### config.mk
export PLATFORM = sky130hd
export DESIGN_NAME = charge_time_to_full_estimator_unit
export DESIGN_NICKNAME = d
export VERILOG_FILES = /design/src/rtl/cttf_pkg.sv /design/src/rtl/charge_time_to_full_estimator_unit.sv /design/src/rtl/cttf_ram.sv /design/src/rtl/cttf_front.sv /design/src/rtl/cttf_div.sv /design/src/rtl/cttf_back.sv
export SDC_FILE = /design/constraint.sdc
export NUM_CORES = 2
export LEC_CHECK = 0
export BUFFER_PORTS_ARGS = -buffer_cell sky130_fd_sc_hd__buf_2
export CORE_MARGIN = 3
export CORE_UTILIZATION = 40
export DETAILED_ROUTE_END_ITERATION = 8
export GPL_TIMING_DRIVEN = 0
export SKIP_CTS_REPAIR_TIMING = 1
export SKIP_LAST_GASP = 1
export SYNTH_ARGS = -nofsm -noshare
export SYNTH_HDL_FRONTEND = slang
export SYNTH_HIERARCHICAL = 1
export SYNTH_SLANG_ARGS = --single-unit
### constraint.sdc
create_clock -name clk -period 16.07 [get_ports clk]
set_input_delay 3.214 -clock clk [delete_from_list [all_inputs] [get_ports clk]]
set_output_delay 3.214 -clock clk [all_outputs]
set_load 0.02 [all_outputs]
### src/rtl/cttf_pkg.sv
// ----------------------------------------------------------------------------
// cttf_pkg: shared types and constants of the time-to-full estimator
// Holds the queue item, the table entry layout, the divider status bundle,
// item kinds, register indexes and the fixed arithmetic constants.
// ----------------------------------------------------------------------------
`default_nettype none

package cttf_pkg;

  // Kinds of queued items.
  localparam logic [1:0] KIND_WRITE = 2'd0;
  localparam logic [1:0] KIND_EST   = 2'd1;
  localparam logic [1:0] KIND_ERR   = 2'd2;

  // Configuration register indexes.
  localparam logic [3:0] REG_DESIGN_CAPACITY = 4'd0;
  localparam logic [3:0] REG_TABLE_LENGTH    = 4'd1;

  // Arithmetic constants. 3600 / 1000 reduces to 18 / 5.
  localparam int CC_SCALE_NUM = 18;
  localparam int MINUTE       = 60;
  localparam int LEVEL_SCALE  = 10;
  localparam int CAP_RESET    = 4000;

  // Division by five as a reciprocal multiply: x / 5 equals
  // (x * CC_RECIP) >> CC_RECIP_SHIFT for every 32-bit x.
  localparam logic [31:0] CC_RECIP       = 32'hCCCC_CCCD;
  localparam int          CC_RECIP_SHIFT = 34;

  // Divider widths.
  localparam int DIV_W  = 36;
  localparam int DIVR_W = 16;

  // One table entry as stored in memory.
  typedef struct packed {
    logic [15:0] current;
    logic [9:0]  level;
    logic [23:0] seconds;
  } entry_t;

  // One classified item waiting in the queue.
  typedef struct packed {
    logic [1:0]  kind;
    logic [3:0]  entry_index;
    entry_t      entry;
    logic [15:0] charge_current;
    logic [9:0]  level_now;
    logic        target_enable;
    logic [6:0]  target_percent;
  } item_t;

  // Divider status toward the sequencer.
  typedef struct packed {
    logic             busy;
    logic             done;
    logic [DIV_W-1:0] quo;
  } div_out_t;

endpackage

`default_nettype wire

### src/rtl/charge_time_to_full_estimator_unit.sv
// ----------------------------------------------------------------------------
// charge_time_to_full_estimator_unit: battery time-to-full estimator
// Loads a table of constant-voltage points and answers estimate requests.
// ----------------------------------------------------------------------------
// Input channel (in_valid / in_stall): opcode 0 items write one table entry
// and give no result; opcode 1 items request an estimate and give one result
// on the output channel (out_valid / out_stall). Configuration (cfg_valid /
// cfg_ready): index 0 is design_capacity, index 1 is table_length; cfg_ready
// is always high. Write only while idle.
// Items pass a two-entry queue into a sequencer that handles one item at a
// time. A pass scans the table for the current match; in CV mode it scans
// again and runs at most one 36-step division, in CC mode one such division
// and a scaling by 18/5 through a multiply by 1/5. With a target enabled a
// second pass runs. Reset empties the queue and output register and restores
// design_capacity 4000 and table_length 0; table contents stay unknown until
// written. A stalled result holds and the sequencer waits on it, while the
// queue keeps taking items until full.
// ----------------------------------------------------------------------------
`default_nettype none

module charge_time_to_full_estimator_unit #(
  parameter int TABLE_DEPTH = 16
) (
  input  wire logic               clk,
  input  wire logic               rst,
  input  wire logic               in_valid,
  output logic                    in_stall,
  input  wire logic               opcode,
  input  wire logic [3:0]         entry_index,
  input  wire logic [15:0]        entry_current,
  input  wire logic [9:0]         entry_level,
  input  wire logic [23:0]        entry_seconds,
  input  wire logic [15:0]        charge_current,
  input  wire logic [9:0]         level_now,
  input  wire logic               target_enable,
  input  wire logic [6:0]         target_percent,
  output logic                    out_valid,
  input  wire logic               out_stall,
  output logic signed [31:0]      eta_seconds,
  output logic                    status,
  input  wire logic               cfg_valid,
  output logic                    cfg_ready,
  input  wire logic [3:0]         cfg_index,
  input  wire logic [15:0]        cfg_data
);

  logic [15:0]     design_capacity;
  logic [4:0]      table_length;
  logic            head_valid;
  cttf_pkg::item_t head;
  logic            pop;

  assign cfg_ready = 1'b1;

  // Configuration registers.
  always_ff @(posedge clk) begin
    if (rst) begin
      design_capacity <= 16'(cttf_pkg::CAP_RESET);
      table_length    <= 5'd0;
    end else if (cfg_valid && cfg_ready) begin
      if (cfg_index == cttf_pkg::REG_DESIGN_CAPACITY) begin
        design_capacity <= cfg_data;
      end else if (cfg_index == cttf_pkg::REG_TABLE_LENGTH) begin
        table_length <= cfg_data[4:0];
      end
    end
  end

  cttf_front #(
    .TABLE_DEPTH (TABLE_DEPTH)
  ) u_front (
    .clk            (clk),
    .rst            (rst),
    .in_valid       (in_valid),
    .in_stall       (in_stall),
    .opcode         (opcode),
    .entry_index    (entry_index),
    .entry_current  (entry_current),
    .entry_level    (entry_level),
    .entry_seconds  (entry_seconds),
    .charge_current (charge_current),
    .level_now      (level_now),
    .target_enable  (target_enable),
    .target_percent (target_percent),
    .table_length   (table_length),
    .head_valid     (head_valid),
    .head           (head),
    .pop            (pop)
  );

  cttf_back #(
    .TABLE_DEPTH (TABLE_DEPTH)
  ) u_back (
    .clk             (clk),
    .rst             (rst),
    .head_valid      (head_valid),
    .head            (head),
    .pop             (pop),
    .design_capacity (design_capacity),
    .table_length    (table_length),
    .out_valid       (out_valid),
    .out_stall       (out_stall),
    .eta_seconds     (eta_seconds),
    .status          (status)
  );

endmodule

`default_nettype wire

### src/rtl/cttf_ram.sv
// ----------------------------------------------------------------------------
// cttf_ram: generic RAM
// One write port and one read port with registered read data.
// ----------------------------------------------------------------------------
`default_nettype none

module cttf_ram #(
  parameter int WIDTH = 8,
  parameter int DEPTH = 16
) (
  input  wire logic                     clk,
  input  wire logic                     we,
  input  wire logic [$clog2(DEPTH)-1:0] waddr,
  input  wire logic [WIDTH-1:0]         wdata,
  input  wire logic [$clog2(DEPTH)-1:0] raddr,
  output logic      [WIDTH-1:0]         rdata
);

  logic [WIDTH-1:0] mem [DEPTH];

  // Write and registered read.
  always_ff @(posedge clk) begin
    if (we) begin
      mem[waddr] <= wdata;
    end
    rdata <= mem[raddr];
  end

endmodule

`default_nettype wire

### src/rtl/cttf_front.sv
// ----------------------------------------------------------------------------
// cttf_front: input stage
// Accepts items, classifies them and keeps them in a two-entry queue.
// ----------------------------------------------------------------------------
`default_nettype none

module cttf_front #(
  parameter int TABLE_DEPTH = 16
) (
  input  wire logic                  clk,
  input  wire logic                  rst,
  input  wire logic                  in_valid,
  output logic                       in_stall,
  input  wire logic                  opcode,
  input  wire logic [3:0]            entry_index,
  input  wire logic [15:0]           entry_current,
  input  wire logic [9:0]            entry_level,
  input  wire logic [23:0]           entry_seconds,
  input  wire logic [15:0]           charge_current,
  input  wire logic [9:0]            level_now,
  input  wire logic                  target_enable,
  input  wire logic [6:0]            target_percent,
  input  wire logic [4:0]            table_length,
  output logic                       head_valid,
  output cttf_pkg::item_t            head,
  input  wire logic                  pop
);

  cttf_pkg::item_t slots [2];
  cttf_pkg::item_t item;
  logic            wp;
  logic            rp;
  logic [1:0]      count;
  logic            keep;
  logic            push;

  // Classify the incoming item.
  always_comb begin
    item.entry_index    = entry_index;
    item.entry.current  = entry_current;
    item.entry.level    = entry_level;
    item.entry.seconds  = entry_seconds;
    item.charge_current = charge_current;
    item.level_now      = level_now;
    item.target_enable  = target_enable;
    item.target_percent = target_percent;
    keep = 1'b1;
    if (!opcode) begin
      item.kind = cttf_pkg::KIND_WRITE;
      keep = ({3'b0, entry_index} < 7'(TABLE_DEPTH));
    end else if (table_length == 5'd0 || charge_current == 16'd0) begin
      item.kind = cttf_pkg::KIND_ERR;
    end else begin
      item.kind = cttf_pkg::KIND_EST;
    end
  end

  assign in_stall   = (count == 2'd2);
  assign push       = in_valid && !in_stall && keep;
  assign head_valid = (count != 2'd0);
  assign head       = slots[rp];

  // Queue storage.
  always_ff @(posedge clk) begin
    if (push) begin
      slots[wp] <= item;
    end
  end

  // Queue pointers.
  always_ff @(posedge clk) begin
    if (rst) begin
      wp    <= 1'b0;
      rp    <= 1'b0;
      count <= 2'd0;
    end else begin
      if (push) begin
        wp <= ~wp;
      end
      if (pop) begin
        rp <= ~rp;
      end
      count <= count + {1'b0, push} - {1'b0, pop};
    end
  end

endmodule

`default_nettype wire

### src/rtl/cttf_div.sv
// ----------------------------------------------------------------------------
// cttf_div: iterative unsigned divider
// Restoring division, one quotient bit per cycle.
// ----------------------------------------------------------------------------
`default_nettype none

module cttf_div (
  input  wire logic                        clk,
  input  wire logic                        rst,
  input  wire logic                        start,
  input  wire logic [cttf_pkg::DIV_W-1:0]  dividend,
  input  wire logic [cttf_pkg::DIVR_W-1:0] divisor,
  output cttf_pkg::div_out_t               status
);

  localparam int CW = $clog2(cttf_pkg::DIV_W + 1);

  logic [cttf_pkg::DIVR_W-1:0] dsr;
  logic [cttf_pkg::DIVR_W-1:0] rem;
  logic [cttf_pkg::DIV_W-1:0]  quo;
  logic [CW-1:0]               cnt;
  logic                        busy;
  logic                        done;
  logic [cttf_pkg::DIVR_W:0]   trial;
  logic                        fits;

  assign trial = {rem, quo[cttf_pkg::DIV_W-1]};
  assign fits  = (trial >= {1'b0, dsr});

  // Datapath of one step.
  always_ff @(posedge clk) begin
    if (start) begin
      dsr <= divisor;
      rem <= '0;
      quo <= dividend;
    end else if (busy) begin
      rem <= fits ? cttf_pkg::DIVR_W'(trial - {1'b0, dsr})
                  : cttf_pkg::DIVR_W'(trial);
      quo <= {quo[cttf_pkg::DIV_W-2:0], fits};
    end
  end

  // Step counter.
  always_ff @(posedge clk) begin
    if (rst) begin
      busy <= 1'b0;
      done <= 1'b0;
      cnt  <= '0;
    end else begin
      done <= 1'b0;
      if (start) begin
        busy <= 1'b1;
        cnt  <= CW'(cttf_pkg::DIV_W);
      end else if (busy) begin
        cnt <= cnt - CW'(1);
        if (cnt == CW'(1)) begin
          busy <= 1'b0;
          done <= 1'b1;
        end
      end
    end
  end

  assign status.busy = busy;
  assign status.done = done;
  assign status.quo  = quo;

endmodule

`default_nettype wire

### src/rtl/cttf_back.sv
// ----------------------------------------------------------------------------
// cttf_back: estimate sequencer
// Executes queued items: table writes, table scans, interpolation and the
// constant-current time, and holds the result register.
// ----------------------------------------------------------------------------
`default_nettype none

module cttf_back #(
  parameter int TABLE_DEPTH = 16
) (
  input  wire logic               clk,
  input  wire logic               rst,
  input  wire logic               head_valid,
  input  wire cttf_pkg::item_t    head,
  output logic                    pop,
  input  wire logic [15:0]        design_capacity,
  input  wire logic [4:0]         table_length,
  output logic                    out_valid,
  input  wire logic               out_stall,
  output logic signed [31:0]      eta_seconds,
  output logic                    status
);

  localparam int AW = $clog2(TABLE_DEPTH);
  localparam int NW = $clog2(TABLE_DEPTH + 1);

  localparam logic [3:0] S_IDLE = 4'd0;
  localparam logic [3:0] S_ARD  = 4'd1;
  localparam logic [3:0] S_ACK  = 4'd2;
  localparam logic [3:0] S_BRD  = 4'd3;
  localparam logic [3:0] S_BCK  = 4'd4;
  localparam logic [3:0] S_CV1  = 4'd5;
  localparam logic [3:0] S_CV2  = 4'd6;
  localparam logic [3:0] S_CVW  = 4'd7;
  localparam logic [3:0] S_CC1  = 4'd8;
  localparam logic [3:0] S_CC2  = 4'd9;
  localparam logic [3:0] S_CCW  = 4'd10;
  localparam logic [3:0] S_CC3  = 4'd11;
  localparam logic [3:0] S_CC4  = 4'd12;
  localparam logic [3:0] S_SUM  = 4'd13;
  localparam logic [3:0] S_DONE = 4'd14;

  logic [3:0]               st;
  logic [AW-1:0]            idx;
  logic [NW-1:0]            n;
  logic [15:0]              cur;
  logic [10:0]              lvl;
  logic                     tgt_en;
  logic [10:0]              tgt_lvl;
  logic                     phase;
  logic [9:0]               ent_l;
  logic [23:0]              ent_s;
  logic [9:0]               prv_l;
  logic [23:0]              prv_s;
  logic signed [36:0]       prod;
  logic [26:0]              mulu;
  logic [63:0]              rprod;
  logic                     neg;
  logic [24:0]              cv;
  logic [31:0]              cc;
  logic [28:0]              acc;
  logic [28:0]              part;
  logic [31:0]              res;
  logic                     res_err;

  logic                     ram_we;
  logic [$bits(cttf_pkg::entry_t)-1:0] rdata;
  cttf_pkg::entry_t         rd;
  logic                     last;
  logic signed [24:0]       diff;
  logic [10:0]              gap;
  logic [36:0]              mag;
  logic                     div_start;
  logic [cttf_pkg::DIV_W-1:0]  div_a;
  logic [cttf_pkg::DIVR_W-1:0] div_b;
  cttf_pkg::div_out_t       div;
  logic                     load_out;

  // Effective table length.
  assign n = ({2'b0, table_length} > 7'(TABLE_DEPTH)) ? NW'(TABLE_DEPTH)
                                                     : NW'(table_length);

  assign pop    = (st == S_IDLE) && head_valid;
  assign ram_we = pop && (head.kind == cttf_pkg::KIND_WRITE);

  cttf_ram #(
    .WIDTH ($bits(cttf_pkg::entry_t)),
    .DEPTH (TABLE_DEPTH)
  ) u_ram (
    .clk   (clk),
    .we    (ram_we),
    .waddr (AW'(head.entry_index)),
    .wdata (head.entry),
    .raddr (idx),
    .rdata (rdata)
  );

  // Entry decode and scan helpers.
  assign rd   = cttf_pkg::entry_t'(rdata);
  assign last = ((NW'(idx) + NW'(1)) == n);
  assign diff = $signed({1'b0, prv_s}) - $signed({1'b0, ent_s});
  assign gap  = {1'b0, ent_l} - lvl;
  assign mag  = prod[36] ? 37'(-prod) : prod;

  // Divider operand selection.
  always_comb begin
    div_start = 1'b0;
    div_a     = '0;
    div_b     = '0;
    case (st)
      S_CV2: begin
        div_start = 1'b1;
        div_a     = mag[cttf_pkg::DIV_W-1:0];
        div_b     = cttf_pkg::DIVR_W'(ent_l - prv_l);
      end
      S_CC2: begin
        div_start = 1'b1;
        div_a     = cttf_pkg::DIV_W'(mulu);
        div_b     = cur;
      end
      default: begin
        div_start = 1'b0;
      end
    endcase
  end

  cttf_div u_div (
    .clk      (clk),
    .rst      (rst),
    .start    (div_start),
    .dividend (div_a),
    .divisor  (div_b),
    .status   (div)
  );

  // Part estimate with or without the added minute.
  assign part = 29'(cc) + 29'(cv) + (phase ? 29'd0 : 29'(cttf_pkg::MINUTE));

  assign load_out = (st == S_DONE) && (!out_valid || !out_stall);

  // Sequencer.
  always_ff @(posedge clk) begin
    if (rst) begin
      st    <= S_IDLE;
      idx   <= '0;
      phase <= 1'b0;
    end else begin
      unique case (st)
        S_IDLE: begin
          if (head_valid) begin
            cur     <= head.charge_current;
            lvl     <= {1'b0, head.level_now};
            tgt_en  <= head.target_enable;
            tgt_lvl <= 11'(head.target_percent) * 11'(cttf_pkg::LEVEL_SCALE);
            phase   <= 1'b0;
            idx     <= '0;
            if (head.kind == cttf_pkg::KIND_ERR) begin
              res     <= '1;
              res_err <= 1'b1;
              st      <= S_DONE;
            end else if (head.kind == cttf_pkg::KIND_EST) begin
              res_err <= 1'b0;
              st      <= S_ARD;
            end
          end
        end
        S_ARD: begin
          st <= S_ACK;
        end
        S_ACK: begin
          // First entry whose current the charge current meets.
          if (cur >= rd.current || last) begin
            ent_l <= rd.level;
            ent_s <= rd.seconds;
            if ({1'b0, rd.level} < lvl) begin
              idx <= '0;
              st  <= S_BRD;
            end else begin
              st <= S_CC1;
            end
          end else begin
            idx <= idx + AW'(1);
            st  <= S_ARD;
          end
        end
        S_BRD: begin
          st <= S_BCK;
        end
        S_BCK: begin
          // First entry whose level reaches the charge level.
          if (lvl <= {1'b0, rd.level}) begin
            if (idx == '0 || rd.level == ent_l) begin
              cv <= {1'b0, rd.seconds};
              cc <= '0;
              st <= S_SUM;
            end else begin
              prv_l <= ent_l;
              prv_s <= ent_s;
              ent_l <= rd.level;
              ent_s <= rd.seconds;
              st    <= S_CV1;
            end
          end else if (last) begin
            cv <= {1'b0, rd.seconds};
            cc <= '0;
            st <= S_SUM;
          end else begin
            ent_l <= rd.level;
            ent_s <= rd.seconds;
            idx   <= idx + AW'(1);
            st    <= S_BRD;
          end
        end
        S_CV1: begin
          prod <= diff * $signed({1'b0, gap});
          st   <= S_CV2;
        end
        S_CV2: begin
          neg <= prod[36];
          st  <= S_CVW;
        end
        S_CVW: begin
          if (div.done) begin
            cv <= neg ? 25'({1'b0, ent_s} - div.quo[24:0])
                      : 25'({1'b0, ent_s} + div.quo[24:0]);
            cc <= '0;
            st <= S_SUM;
          end
        end
        S_CC1: begin
          mulu <= {11'b0, design_capacity} * {16'b0, gap};
          cv   <= {1'b0, ent_s};
          st   <= S_CC2;
        end
        S_CC2: begin
          st <= S_CCW;
        end
        S_CCW: begin
          if (div.done) begin
            cc <= 32'(div.quo[26:0]) * 32'(cttf_pkg::CC_SCALE_NUM);
            st <= S_CC3;
          end
        end
        S_CC3: begin
          // Divide by five through the reciprocal.
          rprod <= cc * cttf_pkg::CC_RECIP;
          st    <= S_CC4;
        end
        S_CC4: begin
          cc <= 32'(rprod[63:cttf_pkg::CC_RECIP_SHIFT]);
          st <= S_SUM;
        end
        S_SUM: begin
          if (!phase) begin
            acc <= part;
            if (tgt_en) begin
              phase <= 1'b1;
              lvl   <= tgt_lvl;
              idx   <= '0;
              st    <= S_ARD;
            end else begin
              res <= {3'b0, part};
              st  <= S_DONE;
            end
          end else begin
            res <= {3'b0, acc} - {3'b0, part};
            st  <= S_DONE;
          end
        end
        S_DONE: begin
          if (load_out) begin
            st <= S_IDLE;
          end
        end
        default: begin
          st <= S_IDLE;
        end
      endcase
    end
  end

  // Result register.
  always_ff @(posedge clk) begin
    if (rst) begin
      out_valid <= 1'b0;
    end else if (load_out) begin
      out_valid <= 1'b1;
    end else if (!out_stall) begin
      out_valid <= 1'b0;
    end
  end

  always_ff @(posedge clk) begin
    if (load_out) begin
      eta_seconds <= $signed(res);
      status      <= res_err;
    end
  end

`ifndef SYNTHESIS
  // An error result always carries minus one.
  a_err_value: assert property (@(posedge clk) disable iff (rst)
    (out_valid && status) |-> (eta_seconds == -32'sd1))
    else $error("error result without minus one");

  // Table scans stay inside the valid entries.
  a_scan_range: assert property (@(posedge clk) disable iff (rst)
    (st == S_ARD || st == S_BRD) |-> (NW'(idx) < n))
    else $error("scan index beyond table length");

  // The divider is never restarted while working.
  a_div_idle: assert property (@(posedge clk) disable iff (rst)
    div_start |-> !div.busy)
    else $error("divider started while busy");
`endif

endmodule

`default_nettype wire

==> impl_metrics.py <==
metrics = {
    "placed_design": {
        "port_buffers": 148,
        "hpwl_um": 202000,
        "finalWeightedCongestion": 0.930,
        "placed_area_um2": 103000,
    },
    "synth": {
        "syn-num-nets": 9245,
        "synth_cells": 7602,
        "yosysWarnings": 6,
        "syn_avg_cell_area_um2": 12.7,
        "netlist_area_um2": 96700,
    },
    "worst_setup_path": {
        "slowest_delay_ps": 970,
        "start_kind": "flip-flop",
        "cp_max_fo": 10,
        "cpMostUsedCell": "fa_1",
        "cpMaxStageDelayCell": "xor2_1",
        "cp_data_required_time_ps": 16590,
        "path_class": "flip-flop to flip-flop",
        "end_kind": "flip-flop",
        "arrival_ps": 10610,
    },
    "route": {
        "via_count": 59115,
        "initialDrtViolationCount": 4190,
        "drc": 0,
        "vias_per_cell": 5.24,
        "wirelength_um": 257000,
        "firstDrtPassIters": 5,
        "ant_nets": 0,
        "routedWlPerCell_um": 22.8,
    },
    "global_route": {
        "top_usage_layer": "met2",
        "grt_use_total_pct": 20.8,
        "antenna_found_initial": 15,
        "grt_pass1_vias": 61972,
        "grt_use_met1_pct": 27.9,
        "grt_max_degree": 62,
        "use_met3_pct": 2.71,
        "use_met2_pct": 34.9,
        "grt_pass1_wl_um": 389000,
        "overflow": 0,
    },
    "timing": {
        "slew_violations": 0,
        "final-hold-violation-count": 0,
        "timing.fmax_mhz": 99.1,
        "rsz0062_at_grt": "false",
        "max_slew_margin_pct": 9.02,
        "skew_ps": 71.7,
        "worstMarginPinSlew_ps": 1350,
        "setup_violations": 0,
        "min_period_over_period_pct": 62.8,
        "finalWorstPathRequiredPeriod_ps": 10090,
        "finalSetupTns_ps": 0,
    },
    "hold_path": {
        "hold_class": "flip-flop to flip-flop",
    },
    "clocking": {
        "cts.sinks": 1491,
        "cts_tree": "done",
        "clk_latency_ps": 810,
        "clock-root-buffer": "clkbuf_16",
        "h-tree-depth": 4,
        "cts.reportedPaths.clkPinSlew_ps": 60,
        "cts_buffers": 157,
        "clockBufferDepth": 3,
    },
    "run_status": {
        "status": "completed",
    },
    "cells_and_area": {
        "design_area_um2": 108000,
        "syn_to_final_growth_pct": 11.8,
        "drive_gt1_share_pct": 11.1,
        "final_nets": 9623,
    },
    "run": {
        "drv_cap": 0,
    },
    "floorplanning": {
        "dieArea_um2": 248000,
        "rows": 179,
        "io_pins": 150,
        "core_area_um2": 239000,
        "start_util_pct": 40.4,
        "die_height_um": 498,
        "die_w_um": 498,
    },
}
==> layout by cell type (no fill, tap or decap), drive strengths merged, types with 15 or more instances in the layout <==
master	n
clkbuf	359
o21bai	44
a311oi	15
a211oi	26
bufinv	18
a21o	94
mux2i	24
inv	1312
a22oi	122
nand4	35
mux4	200
nand3	50
nor3	71
and2	150
and3	20
nor2b	66
buf	290
a21oi	241
nor2	243
o21a	32
a31oi	21
clkinv	59
nand2	574
o21ai	227
nor4	19
ha	734
fa	795
xor2	112
xnor2	193
dfxtp	110
nand2b	114
o211ai	28
edfxtp	1381
o31ai	21
mux2	128
==> worst max-delay path: cells and delay by family (launching register included) <==
kind                     cells  cell delay, ps
AO/OA/AOI/OAI               14            3150
adder cells (fa/ha/maj)      7            3130
buffers and inverters        5            1420
XOR/XNOR                     2            1060
flip-flops                   1             540
AND/OR/NAND/NOR              4             510
==> final timing paths <==
path                          startpoint                         endpoint  slack, ps  cells after the start
min reg2reg  u_back/res[9]$_SDFFCE_PN1P_  u_back/eta_seconds[9]$_DFFE_PP_        410                      0
max reg2reg    u_back/ent_l[1]$_DFFE_PP_        u_back/prod[36]$_DFFE_PP_       5980                     32
max            u_back/ent_l[1]$_DFFE_PP_        u_back/prod[36]$_DFFE_PP_       5980                     32
min          u_back/res[9]$_SDFFCE_PN1P_  u_back/eta_seconds[9]$_DFFE_PP_        410                      0
==> final cells by class <==
type | instances | area, um2
fillers | 21527 | 131000
inverters | 1305 | 4900
multi-input cells | 4572 | 47300
flip-flops and latches | 1491 | 43700
plain buffers | 234 | 1060
well taps | 3167 | 3960
clock inverters | 94 | 1200
diodes | 4 | 10.0
repair buffers | 219 | 1790
clock buffers | 196 | 4210
==> flip-flops by register name, summed over array words and instances, names as in the netlist, 25 cells and up, named ones only <==
signal,count
u_back/u_ram/mem,800
u_front/slots,180
u_back/u_ram/rdata,50
u_back/prod,37
u_back/u_div/quo,36
u_back/cc,32
u_back/eta_seconds,30
u_back/res,30
u_back/rprod,30
u_back/acc,29
u_back/mulu,27
u_back/cv,25
==> per-layer routing <==
layer	vias up	routed length, um
met3	374	14300
met5	-	27
li1	26961	-
met2	1748	123000
met1	30028	110000
met4	4	9140
==> through the flow <==
stage	instances	setup slack, ps	utilization [%]	hold WS [ps]
after floorplan	7602	8220	-	400
after detailed placement	10988	6030	42.9	406
final	11282	5980	45.2	409
after global routing	11279	5440	45.2	413
after global placement	10917	4870	42.4	404
after CTS	11278	6000	45.2	404
Power is left out: the tool's default activity adds up to more than one toggle a clock period on the data nets, which glitch-free logic cannot reach.
